--- src/hw/rtl/sha_pkg.sv ---
// sha_pkg: shared types, constants and round functions of the sha-256 hasher
// no dependencies
package sha_pkg;

  localparam int unsigned BlockBytes = 64;
  localparam int unsigned Rounds     = 64;

  localparam logic [7:0] PadByte = 8'h80;

  typedef logic [31:0] word_t;

  // controller -> datapath commands
  typedef struct packed {
    logic       load_byte;   // write byte into block buffer
    logic [5:0] byte_addr;
    logic [7:0] byte_data;
    logic       init_vars;   // working vars <- hash
    logic       round_en;    // run one round
    logic [5:0] round_idx;
    logic       fold;        // hash += working vars
    logic       reset_hash;  // hash <- initial values
    logic       shift_out;   // rotate hash words for output
  } sha_cmd_t;

  function automatic word_t round_k(input logic [5:0] i);
    word_t k;
    case (i)
      6'd0: k = 32'h428a2f98;  6'd1: k = 32'h71374491;  6'd2: k = 32'hb5c0fbcf;
      6'd3: k = 32'he9b5dba5;  6'd4: k = 32'h3956c25b;  6'd5: k = 32'h59f111f1;
      6'd6: k = 32'h923f82a4;  6'd7: k = 32'hab1c5ed5;  6'd8: k = 32'hd807aa98;
      6'd9: k = 32'h12835b01;  6'd10: k = 32'h243185be; 6'd11: k = 32'h550c7dc3;
      6'd12: k = 32'h72be5d74; 6'd13: k = 32'h80deb1fe; 6'd14: k = 32'h9bdc06a7;
      6'd15: k = 32'hc19bf174; 6'd16: k = 32'he49b69c1; 6'd17: k = 32'hefbe4786;
      6'd18: k = 32'h0fc19dc6; 6'd19: k = 32'h240ca1cc; 6'd20: k = 32'h2de92c6f;
      6'd21: k = 32'h4a7484aa; 6'd22: k = 32'h5cb0a9dc; 6'd23: k = 32'h76f988da;
      6'd24: k = 32'h983e5152; 6'd25: k = 32'ha831c66d; 6'd26: k = 32'hb00327c8;
      6'd27: k = 32'hbf597fc7; 6'd28: k = 32'hc6e00bf3; 6'd29: k = 32'hd5a79147;
      6'd30: k = 32'h06ca6351; 6'd31: k = 32'h14292967; 6'd32: k = 32'h27b70a85;
      6'd33: k = 32'h2e1b2138; 6'd34: k = 32'h4d2c6dfc; 6'd35: k = 32'h53380d13;
      6'd36: k = 32'h650a7354; 6'd37: k = 32'h766a0abb; 6'd38: k = 32'h81c2c92e;
      6'd39: k = 32'h92722c85; 6'd40: k = 32'ha2bfe8a1; 6'd41: k = 32'ha81a664b;
      6'd42: k = 32'hc24b8b70; 6'd43: k = 32'hc76c51a3; 6'd44: k = 32'hd192e819;
      6'd45: k = 32'hd6990624; 6'd46: k = 32'hf40e3585; 6'd47: k = 32'h106aa070;
      6'd48: k = 32'h19a4c116; 6'd49: k = 32'h1e376c08; 6'd50: k = 32'h2748774c;
      6'd51: k = 32'h34b0bcb5; 6'd52: k = 32'h391c0cb3; 6'd53: k = 32'h4ed8aa4a;
      6'd54: k = 32'h5b9cca4f; 6'd55: k = 32'h682e6ff3; 6'd56: k = 32'h748f82ee;
      6'd57: k = 32'h78a5636f; 6'd58: k = 32'h84c87814; 6'd59: k = 32'h8cc70208;
      6'd60: k = 32'h90befffa; 6'd61: k = 32'ha4506ceb; 6'd62: k = 32'hbef9a3f7;
      default: k = 32'hc67178f2;
    endcase
    return k;
  endfunction

  function automatic word_t start_hash(input logic [2:0] i);
    word_t h;
    case (i)
      3'd0: h = 32'h6a09e667; 3'd1: h = 32'hbb67ae85;
      3'd2: h = 32'h3c6ef372; 3'd3: h = 32'ha54ff53a;
      3'd4: h = 32'h510e527f; 3'd5: h = 32'h9b05688c;
      3'd6: h = 32'h1f83d9ab; default: h = 32'h5be0cd19;
    endcase
    return h;
  endfunction

  function automatic word_t ror(input word_t v, input int unsigned n);
    return (v >> n) | (v << (32 - n));
  endfunction

endpackage

--- src/hw/rtl/sha256_stream_hasher_top.sv ---
// sha256_stream_hasher_top: sha-256 over a byte stream, digest as eight words
// depends on sha_pkg, sha_ctrl, sha_dp
//
//  channel | dir | tdata            | tuser
//  in_     | in  | data_byte[7:0]   | byte_valid, end_of_message
//  out_    | out | digest_word[31:0]| word_index[2:0], last_word
//
// each accepted byte is written straight into the block buffer; the 64th byte of a block
// starts a compression (init, 64 rounds on the single shared round unit, fold)
// end of message: one pad write per remaining byte, one or two compressions,
// then eight words at one per cycle when out_tready is high
// input is stalled while a block is padded or compresses or the digest drains
// reset (rst_n low, synchronous) loads the initial hash and empties the buffer
module sha256_stream_hasher_top (
  input  logic        clk,
  input  logic        rst_n,
  input  logic        in_tvalid,
  output logic        in_tready,
  input  logic [7:0]  in_tdata,   // data_byte
  input  logic [1:0]  in_tuser,   // byte_valid, end_of_message
  output logic        out_tvalid,
  input  logic        out_tready,
  output logic [31:0] out_tdata,  // digest_word
  output logic [3:0]  out_tuser   // word_index[2:0], last_word
);
  import sha_pkg::*;

  sha_cmd_t   cmd;
  logic [2:0] idx;
  logic       last;

  sha_ctrl u_ctrl (
    .clk, .rst_n, .in_tvalid, .in_tready, .in_tdata, .in_tuser,
    .out_tvalid, .out_tready, .out_index(idx), .out_last(last), .cmd
  );

  sha_dp u_dp (.clk, .rst_n, .cmd, .digest(out_tdata));

  assign out_tuser = {last, idx};
endmodule

--- src/hw/rtl/sha_ctrl.sv ---
// sha_ctrl: sequencer for byte intake, padding, compression and digest output
// depends on sha_pkg
module sha_ctrl (
  input  logic              clk,
  input  logic              rst_n,
  input  logic              in_tvalid,
  output logic              in_tready,
  input  logic [7:0]        in_tdata,
  input  logic [1:0]        in_tuser,
  output logic              out_tvalid,
  input  logic              out_tready,
  output logic [2:0]        out_index,
  output logic              out_last,
  output sha_pkg::sha_cmd_t cmd
);
  import sha_pkg::*;

  typedef enum logic [2:0] {
    S_IDLE, S_INIT, S_ROUND, S_FOLD, S_PAD, S_OUT
  } state_t;

  state_t      state_r, state_nxt;
  logic [5:0]  fill_r, fill_nxt;
  logic [63:0] bits_r, bits_nxt;
  logic [63:0] total_r, total_nxt;
  logic [5:0]  round_r, round_nxt;
  logic        fin_r, fin_nxt;     // message end pending
  logic        final_r, final_nxt; // current block holds the length
  logic        padded_r, padded_nxt; // pad byte already written
  logic [2:0]  oidx_r, oidx_nxt;
  logic        acc;

  assign in_tready  = (state_r == S_IDLE);
  assign acc        = in_tvalid && in_tready;
  assign out_tvalid = (state_r == S_OUT);
  assign out_index  = oidx_r;
  assign out_last   = (oidx_r == 3'd7);

  always_comb begin
    state_nxt  = state_r;
    fill_nxt   = fill_r;
    bits_nxt   = bits_r;
    total_nxt  = total_r;
    round_nxt  = round_r;
    fin_nxt    = fin_r;
    final_nxt  = final_r;
    padded_nxt = padded_r;
    oidx_nxt   = oidx_r;
    cmd        = '0;
    unique case (state_r)
      S_IDLE: begin
        if (acc) begin
          if (in_tuser[0]) begin
            cmd.load_byte = 1'b1;
            cmd.byte_addr = fill_r;
            cmd.byte_data = in_tdata;
            fill_nxt = fill_r + 6'd1;
          end
          fin_nxt    = in_tuser[1];
          padded_nxt = 1'b0;
          total_nxt  = bits_r + {55'd0, fill_r, 3'd0} + (in_tuser[0] ? 64'd8 : 64'd0);
          if (in_tuser[0] && fill_r == 6'd63) begin
            bits_nxt  = bits_r + 64'd512;
            final_nxt = 1'b0;
            state_nxt = S_INIT;
          end else if (in_tuser[1]) begin
            state_nxt = S_PAD;
            fill_nxt  = in_tuser[0] ? fill_r + 6'd1 : fill_r;
            round_nxt = 6'd0;  // pad step counter
          end
        end
      end
      S_PAD: begin
        // first step writes the pad byte at fill, then zeros / length to the block end
        cmd.load_byte = 1'b1;
        cmd.byte_addr = fill_r;
        if (round_r == 6'd0) cmd.byte_data = PadByte;
        else if (fill_r >= 6'd56 && final_r) cmd.byte_data =
          total_r[6'd63 - {fill_r[2:0], 3'd0} -: 8];
        else cmd.byte_data = 8'd0;
        round_nxt = 6'd1;
        fill_nxt  = fill_r + 6'd1;
        if (round_r == 6'd0) begin
          final_nxt  = (fill_r < 6'd56);
          padded_nxt = 1'b1;
        end
        if (fill_r == 6'd55 && (round_r != 6'd0 || fill_r < 6'd56)) final_nxt = 1'b1;
        if (fill_r == 6'd63) begin
          state_nxt = S_INIT;
          fin_nxt   = fin_r;
        end
      end
      S_INIT: begin
        cmd.init_vars = 1'b1;
        round_nxt = 6'd0;
        state_nxt = S_ROUND;
      end
      S_ROUND: begin
        cmd.round_en  = 1'b1;
        cmd.round_idx = round_r;
        round_nxt = round_r + 6'd1;
        if (round_r == 6'(Rounds - 1)) state_nxt = S_FOLD;
      end
      S_FOLD: begin
        cmd.fold = 1'b1;
        // a block filled by the last byte still needs the pad byte at the start
        round_nxt = padded_r ? 6'd1 : 6'd0;
        if (!fin_r) state_nxt = S_IDLE;
        else if (final_r) begin
          state_nxt = S_OUT;
          oidx_nxt  = 3'd0;
        end else begin
          state_nxt = S_PAD;
          fill_nxt  = 6'd0;
        end
      end
      S_OUT: begin
        if (out_tready) begin
          cmd.shift_out = 1'b1;
          oidx_nxt = oidx_r + 3'd1;
          if (oidx_r == 3'd7) begin
            cmd.reset_hash = 1'b1;
            state_nxt = S_IDLE;
            fill_nxt  = 6'd0;
            bits_nxt  = 64'd0;
            fin_nxt   = 1'b0;
          end
        end
      end
      default: state_nxt = S_IDLE;
    endcase
  end

  always_ff @(posedge clk) begin
    if (!rst_n) begin
      state_r  <= S_IDLE;
      fill_r   <= 6'd0;
      bits_r   <= 64'd0;
      fin_r    <= 1'b0;
      final_r  <= 1'b0;
      padded_r <= 1'b0;
      oidx_r   <= 3'd0;
      round_r  <= 6'd0;
    end else begin
      state_r  <= state_nxt;
      fill_r   <= fill_nxt;
      bits_r   <= bits_nxt;
      fin_r    <= fin_nxt;
      final_r  <= final_nxt;
      padded_r <= padded_nxt;
      oidx_r   <= oidx_nxt;
      round_r  <= round_nxt;
    end
    total_r <= total_nxt;
  end

  a_one_cmd: assert property (@(posedge clk) disable iff (!rst_n)
    $countones({cmd.load_byte, cmd.init_vars, cmd.round_en, cmd.fold}) <= 1)
    else $error("overlapping datapath commands");
  a_out_hold: assert property (@(posedge clk) disable iff (!rst_n)
    out_tvalid && !out_tready |=> out_tvalid && $stable(oidx_r))
    else $error("digest word dropped under stall");
  a_no_in_busy: assert property (@(posedge clk) disable iff (!rst_n)
    state_r == S_ROUND |-> !in_tready)
    else $error("input taken during compression");
endmodule

--- src/hw/rtl/sha_dp.sv ---
// sha_dp: block buffer, message schedule, round unit and hash registers
// depends on sha_pkg
module sha_dp (
  input  logic              clk,
  input  logic              rst_n,
  input  sha_pkg::sha_cmd_t cmd,
  output logic [31:0]       digest
);
  import sha_pkg::*;

  // block buffer held as big-endian words, byte 0 in the top lane of word 0
  word_t      blk_r [BlockBytes/4];
  word_t      w_r [16];
  word_t      v_r [8];
  word_t      h_r [8];
  word_t      w, s0, s1, t1, t2, a, e;

  always_comb begin
    a  = v_r[0];
    e  = v_r[4];
    s1 = ror(w_r[14], 17) ^ ror(w_r[14], 19) ^ (w_r[14] >> 10);
    s0 = ror(w_r[1], 7) ^ ror(w_r[1], 18) ^ (w_r[1] >> 3);
    if (cmd.round_idx < 6'd16)
      w = blk_r[cmd.round_idx[3:0]];
    else
      w = s1 + w_r[9] + s0 + w_r[0];
    t1 = v_r[7] + (ror(e, 6) ^ ror(e, 11) ^ ror(e, 25)) + ((e & v_r[5]) ^ (~e & v_r[6]))
         + round_k(cmd.round_idx) + w;
    t2 = (ror(a, 2) ^ ror(a, 13) ^ ror(a, 22)) + ((a & v_r[1]) ^ (a & v_r[2]) ^ (v_r[1] & v_r[2]));
  end

  assign digest = h_r[0];

  always_ff @(posedge clk) begin
    if (cmd.load_byte)
      blk_r[cmd.byte_addr[5:2]][{~cmd.byte_addr[1:0], 3'd0} +: 8] <= cmd.byte_data;
    if (cmd.init_vars) v_r <= h_r;
    if (cmd.round_en) begin
      // window shifts: w_r[15] newest
      for (int i = 0; i < 15; i++) w_r[i] <= w_r[i+1];
      w_r[15] <= w;
      v_r[7] <= v_r[6]; v_r[6] <= v_r[5]; v_r[5] <= v_r[4]; v_r[4] <= v_r[3] + t1;
      v_r[3] <= v_r[2]; v_r[2] <= v_r[1]; v_r[1] <= v_r[0]; v_r[0] <= t1 + t2;
    end
  end

  always_ff @(posedge clk) begin
    if (!rst_n) begin
      for (int i = 0; i < 8; i++) h_r[i] <= start_hash(3'(i));
    end else if (cmd.fold) begin
      for (int i = 0; i < 8; i++) h_r[i] <= h_r[i] + v_r[i];
    end else if (cmd.shift_out) begin
      // rotate for output; the last word reloads the initial hash
      if (cmd.reset_hash) begin
        for (int i = 0; i < 8; i++) h_r[i] <= start_hash(3'(i));
      end else begin
        for (int i = 0; i < 7; i++) h_r[i] <= h_r[i+1];
        h_r[7] <= h_r[0];
      end
    end
  end
endmodule
--- config.mk ---
export PLATFORM = sky130hd
export DESIGN_NAME = sha256_stream_hasher_top
export DESIGN_NICKNAME = d
export VERILOG_FILES = /design/src/hw/rtl/sha_pkg.sv /design/src/hw/rtl/sha256_stream_hasher_top.sv /design/src/hw/rtl/sha_ctrl.sv /design/src/hw/rtl/sha_dp.sv
export SDC_FILE = /design/constraint.sdc
export NUM_CORES = 2
export LEC_CHECK = 0
export BUFFER_PORTS_ARGS = -buffer_cell sky130_fd_sc_hd__buf_4
export CAP_MARGIN = 15
export CELL_PAD_IN_SITES_DETAIL_PLACEMENT = 1
export CELL_PAD_IN_SITES_GLOBAL_PLACEMENT = 2
export CORE_MARGIN = 1
export CORE_UTILIZATION = 47
export DETAILED_ROUTE_END_ITERATION = 16
export PLACE_DENSITY = 0.95
export SETUP_SLACK_MARGIN = 0.4
export SYNTH_ARGS = -nofsm -noshare
export SYNTH_HDL_FRONTEND = slang
export SYNTH_SLANG_ARGS = --single-unit
--- constraint.sdc ---
create_clock -name clk -period 59.3 [get_ports clk]
set_input_delay 11.86 -clock clk [delete_from_list [all_inputs] [get_ports clk]]
set_output_delay 11.86 -clock clk [all_outputs]
set_load 0.02 [all_outputs]
; ---- Word-level counts from Yosys, hierarchy flattened
; Memory sizes are Yosys's and may differ from the RTL's.
; Cells that the tools add are included.
[op_classes]
addsub = 26
bitwise_logic = 28
n_mux = 65
eq_ne = 24
shifts = 3
magnitude_cmp = 3
reduce_logical = 24
[op_table]
columns = operator, n
row1 = 256-bit two-way mux, 5
row2 = 32-bit adder, 18
row3 = 32-bit bitwise XOR, 9
row4 = 64-bit two-way mux, 4
row5 = 32-bit bitwise AND, 5
row6 = 64-bit one-hot mux with 2 select lines, 1
row7 = 71-bit by 7-bit variable part select with 8-bit output, 1
row8 = "64-bit by 10-bit adder with 64-bit output, second input constant", 1
row9 = 64-bit adder, 1
row10 = 64-bit by 9-bit adder with 64-bit output, 1
row11 = 32-bit two-way mux, 2
row12 = 6-bit two-way mux, 9
row13 = 3-bit two-way mux, 11
row14 = 32-bit NOT, 1
row15 = 10-bit by 32-bit OR with 32-bit output, 1
row16 = 13-bit by 32-bit OR with 32-bit output, 1
row17 = 14-bit by 32-bit OR with 32-bit output, 1
row18 = 15-bit by 32-bit OR with 32-bit output, 1
row19 = 19-bit by 32-bit OR with 32-bit output, 1
row20 = 21-bit by 32-bit OR with 32-bit output, 1
row21 = 25-bit by 32-bit OR with 32-bit output, 1
row22 = 26-bit by 32-bit OR with 32-bit output, 1
row23 = 30-bit by 32-bit OR with 32-bit output, 1
row24 = 7-bit by 32-bit OR with 32-bit output, 1
row25 = 46 further kinds, 94
[totals]
out_inout_bits = 38
in_bits = 14
ramBits = 1024
wordCells = 201
reg_bits = 661
memories = 3
romBits = 2048
[memory_table]
columns = memory, depth, width, rd, rd_clocked_by_memory_dff, wr, line_no
row1 = (no name shown), 64, 32, 1, 0, 0, sha_pkg.sv:27  ; case (i)
row2 = u_dp.blk_r, 16, 32, 1, 0, 1, sha_dp.sv:12  ; word_t blk_r [BlockBytes/4];
row3 = u_dp.w_r, 16, 32, 16, 0, 16, sha_dp.sv:13  ; word_t w_r [16];

; ---- Logic depth before layout (Yosys ltp)
; An unclocked memory read counts as a cell.
[logic_depth]
depth_word = 11
ltp_mapped = 51
mapped_depth_nobuf = 46

; ---- Modules after synthesis
; From an unflattened synthesis, not the netlist that was laid out.
[unflattened]
hier_cells = 7756
hier_area_um2 = 92463.7
[by_module_without_submodules]
columns = mod, seq_area_each_um2, cells_per_inst, n_inst, area_per_inst_um2
row1 = sha_dp, 43561.8, 6944, 1, 84863.9
row2 = sha_ctrl, 3353.2, 811, 1, 7592.3
row3 = sha256_stream_hasher_top, 0.0, 1, 1, 7.5

; ---- Least setup slack after synthesis
; No wires, ideal clock.
[synth_timing]
path_type = register to register
startpoint = register u_ctrl.state_r[2]
endpoint = register u_dp.v_r (netlist bit u_dp.a[30]), data pin
synth_period_minus_slack_ns = 23.979
t_arrival_ns = 23.716
setup_time_ns = 0.263
n_path_buf = 7
stages_incl_launch_ff = 42
required_ns = 59.037
path_slack_ns = 35.321
path_cell_list = dfxtp_1 -> nor2b_1 -> nand2_1 -> inv_1 -> buf_2 -> clkbuf_1 -> clkbuf_1 -> clkbuf_1 -> clkbuf_1 -> clkbuf_1 -> o211ai_1 -> fa_1 -> fa_1 -> fa_1 -> ha_1 -> o21ai_0 -> o21ai_0 -> and2_1 -> [6 not listed] -> nand2b_1 -> xor2_1 -> inv_1 -> fa_1 -> inv_1 -> ha_1 -> clkbuf_1 -> a21oi_1 -> nor2b_1 -> o21ai_0 -> nand2b_1 -> a21oi_1 -> o21bai_1 -> o41ai_1 -> o21ai_0 -> a221oi_1 -> nor4b_1 -> nand3b_1
[synth_between]
elab_chain_len = 7
elab_cells_between_ends = 10
cone_classes = 3 x add/sub / 1 x order compare / 1 x eq/ne / 3 x mux / 2 x memory
[synth_lines]
columns = item, line_no
row1 = start: declaration, sha_ctrl.sv:22  ; state_t state_r, state_nxt;
row2 = start signal: assignment, sha_ctrl.sv:145  ; state_r <= state_nxt;
row3 = 3-bit by 2-bit == test with 1-bit output (*), sha_ctrl.sv:50  ; unique case (state_r)
row4 = 7-bit two-way mux (*), sha_ctrl.sv:50
row5 = memory read 64 x 32 bit (tied with other cells), --
row6 = 32-bit adder or 32-bit two-way mux (tied branches), "sha_dp.sv:28, sha_dp.sv:23"
row7 = 32-bit adder, sha_dp.sv:28  ; + round_k(cmd.round_idx) + w;
row8 = 32-bit adder, sha_dp.sv:43  ; v_r[3] <= v_r[2]; v_r[2] <= v_r[1]; v_r[1] <= v_r[0]; v_r[0] <= t1 + t2;
row9 = 256-bit two-way mux (*), sha_dp.sv:38  ; if (cmd.round_en) begin
row10 = end signal: assignment, sha_dp.sv:37  ; if (cmd.init_vars) v_r <= h_r;
row11 = end: declaration, sha_dp.sv:14  ; word_t v_r [8];
; Every way passes the cells marked *; elsewhere a longest branch is shown, timed or not.
; A chain may end at the register's enable or synchronous reset.

; ---- Final worst setup path
[layout_timing]
startpoint = input in_tvalid
endpoint = memory u_dp.blk_r[0][16] (netlist name), data pin
[layout_between]
elab_chain_len = 6
[layout_lines]
columns = item, line_no
row1 = start: declaration, sha256_stream_hasher_top.sv:17  ; input logic in_tvalid,
row2 = 1-bit logical AND (*), sha_ctrl.sv:34  ; assign acc = in_tvalid && in_tready;
row3 = 15-bit two-way mux (*), sha_ctrl.sv:52  ; if (acc) begin
row4 = 15-bit one-hot mux with 2 select lines (*), sha_ctrl.sv:50
row5 = 2-bit NOT, sha_dp.sv:36  ; blk_r[cmd.byte_addr[5:2]][{~cmd.byte_addr[1:0], 3'd0} +: 8] <= cmd.byte_data;
row6 = 5-bit negation with 7-bit output, sha_dp.sv:36
row7 = 8-bit by 7-bit variable part select with 32-bit output (*), sha_dp.sv:36
row8 = end: declaration, sha_dp.sv:12
; Marks and branches as above.

==> key figures <==
Setup path
  – Reg-to-reg startpoint: u_ctrl.state_r[0]
  – R2r setup slk: 44.74 ns
  – Setup crit start: in_tvalid
  – Worst-path fanout max: 63
  – Critical path capture point type: flop
  – Setup CP Type: input pin to flop
  – Element type at the critical path start: input pin
  – WP data required: 59.78 ns
  – Cells on worst reg2reg path: 46
  – Crit path DAT: 15.77 ns

Logic synthesis
  – Post-synth EDFFs: 1341
  – Post-synth design cell area: 0.0927 mm^2
  – Cell variety after synth: 94
  – FF+latch count, synth: 1673
  – Synth area leader: edfxtp_1
  – Share of the synthesized area in the top cell type: 0.434
  – Mean post-synth cell area: 10.8 um^2
  – Synth area leaders: edfxtp_1 (43%), dfxtp_1 (7.2%), ha_1 (5.6%), fa_1 (4.3%), nand2_1 (4.1%)
  – Most used flip-flop cell after synthesis: edfxtp_1
  – Warnings from Yosys: 0
  – Syn_nets: 9209
  – Sequential-to-total area share from yosys stat: 0.506
  – Async SR Flop Fraction: 0
  – Post-Synthesis Cells: 8584

Detailed routing
  – Via Count: 71500
  – Vias per cell: 6.39
  – DRC viols: 0
  – Initial DRC Count: 7360
  – Drt pass-1 iters: 8
  – Routed WL: 330 mm
  – WL/cell: 29.5 um
  – Post-route ant nets: 0

Global route
  – First-pass GRT wire length: 487 mm
  – Grt total ovfl: 0
  – Vias in the first global route: 73900
  – All-Layer GR Usage: 0.327
  – Initial antenna violation count: 10
  – Largest net degree at the start of global routing: 186

Clocking
  – TritonCTS Buffers: 180
  – CTS clk-pin slew, worst paths: 0.06 ns
  – Clk root buf: clkbuf_16
  – Hold buffer count at cts: 0
  – Postcts setup bufs: 0
  – CTS Sinks: 1673
  – H-tree level count: 4
  – Max Buffers Root-to-Sink: 3
  – CTS tree: yes
  – Clk Latency, worst-skew pair: 0.89 ns
  – Post_cts resized: 0

Place
  – DP Wirelength: 229 mm
  – Port bufs: 51
  – Placer Congestion: 0.950
  – Placed instance count: 10800
  – Pre-CTS setup slack: 43.16 ns

STA
  – Max Freq: 0.0654 GHz
  – Worst rel slew slack: 0.0867
  – Fin Setup TNS: 0 ns
  – RSZ-0062 raised after global routing: false
  – Worst Tran Pin Value: 1.36 ns
  – Skew final: 0.0700 ns
  – Period minus WS final: 15.28 ns
  – Post-route setup slack: 44.02 ns
  – Final setup vio count: 0
  – Pins Over Slew Limit: 0
  – Min Hold Slack: 0.406 ns
  – Final hold vios: 0
  – Fin crit share: 0.258

Cells and area
  – Fin nets: 9029
  – Final cell count without fillers: 11200
  – Share of cells above drive strength 1: 0.0706
  – Layout area overhead: 9.57%

Min path
  – Hold Path Class: flop to flop
  – Hold depth: 0
  – Hold_sp: u_dp.w_r[1][245]

Floorplan
  – I/O pin cnt: 52
  – Die area: 0.199 mm^2
  – Die height: 446 um
  – FP Rows: 162
  – Core box area: 0.195 mm^2
  – Die W: 446 um
  – Initial Utilization: 0.474

Flow run
  – Max Cap Viol: 0

Run status
  – Status: finished, final reports clean
==> cell usage in the layout, fill, tap and decap left out, types with 59 or more instances in the layout <==
cell type / n
nand3_1: 144
nor2_1: 512
inv_1: 343
a221oi_1: 67
buf_4: 154
edfxtp_1: 1341
o221ai_1: 59
xnor2_1: 427
a21oi_1: 590
o21a_1: 63
fa_1: 197
a211oi_1: 121
mux2i_1: 60
clkbuf_16: 182
nand2_1: 1006
nor2b_1: 153
nor3_1: 118
a21o_1: 177
o22ai_1: 122
and3_1: 181
o21ai_0: 462
xor2_1: 234
o211ai_1: 59
dfxtp_1: 327
ha_1: 413
==> registers in the layout, summed over array words and instances (netlist names), 32 cells and up <==
signal	cells
u_dp.blk_r	512
u_dp.digest	32
u_dp.a	32
u_ctrl.total_r	61
u_dp.v_r	192
u_dp.e	32
u_dp.h_r	224
u_dp.w_r	512
u_ctrl.bits_r	55
==> worst max-delay path: stages <==
cell and delay (ns):
buf_4 0.12, nand2_1 0.13, inv_2 0.08, buf_4 0.63, a22oi_1 0.45, nor2_1 0.46
ha_1 0.35, or4_1 0.73, nor2_1 0.93
==> synth_stat cells, types with 58 or more instances <==
library cell,number
a21oi_1,590
and3_1,182
edfxtp_1,1341
dfxtp_1,332
o21a_1,63
a21o_1,177
o221ai_1,59
xnor2_1,427
o22ai_1,122
o21ai_0,463
a211oi_1,122
nand3_1,144
o211ai_1,59
nor2b_1,154
nor2_1,517
fa_1,197
xor2_1,234
inv_1,346
clkbuf_1,434
mux2i_1,60
a221oi_1,67
buf_1,58
ha_1,414
nand2_1,1015
nor3_1,119
==> final timing paths <==
check                           end
setup reg to reg         u_dp.a[29]
hold reg to reg    u_dp.w_r[1][213]
hold / removal     u_dp.w_r[1][213]
setup / recovery  u_dp.blk_r[0][16]
==> stage by stage <==
| step | area, um^2 | utilization |
|---|---|---|
| finish | 102000 | 0.520 |
| global route | 102000 | 0.520 |
| CTS | 101000 | 0.519 |
| detailed placement | 95300 | 0.488 |
| global placement | 95300 | 0.488 |
| floorplan | 92700 | - |
==> cells by family after synthesis <==
group / count (synthesis) / share of synthesized area
compound gates: 2178 / 0.152
xor+xnor: 663 / 0.0629
fa+ha+maj: 629 / 0.100
buf+inv: 879 / 0.0371
flops: 1673 / 0.506
mux: 142 / 0.0209
simple gates: 2420 / 0.120
==> routing by layer <==
layer / share of wire / GRT usage
met1: 0.39 / 0.416
met2: 0.47 / 0.527
met3: 0.079 / 0.0567
met5: 0.000073 / 0
met4: 0.064 / 0.186
==> cell type report <==
cell class              instances  area, um^2
diodes                          6        15.0
clock buffers                 226        4820
clock inverters               107        1360
fillers                     20900       93800
inverters                     349        1320
multi-input cells            6032       42500
flip-flops and latches       1673       46900
well taps                    2624        3280
repair buffers                168        1400
Power is left out: the tool's default activity adds up to more than one toggle a clock period on the data nets, which glitch-free logic cannot reach.
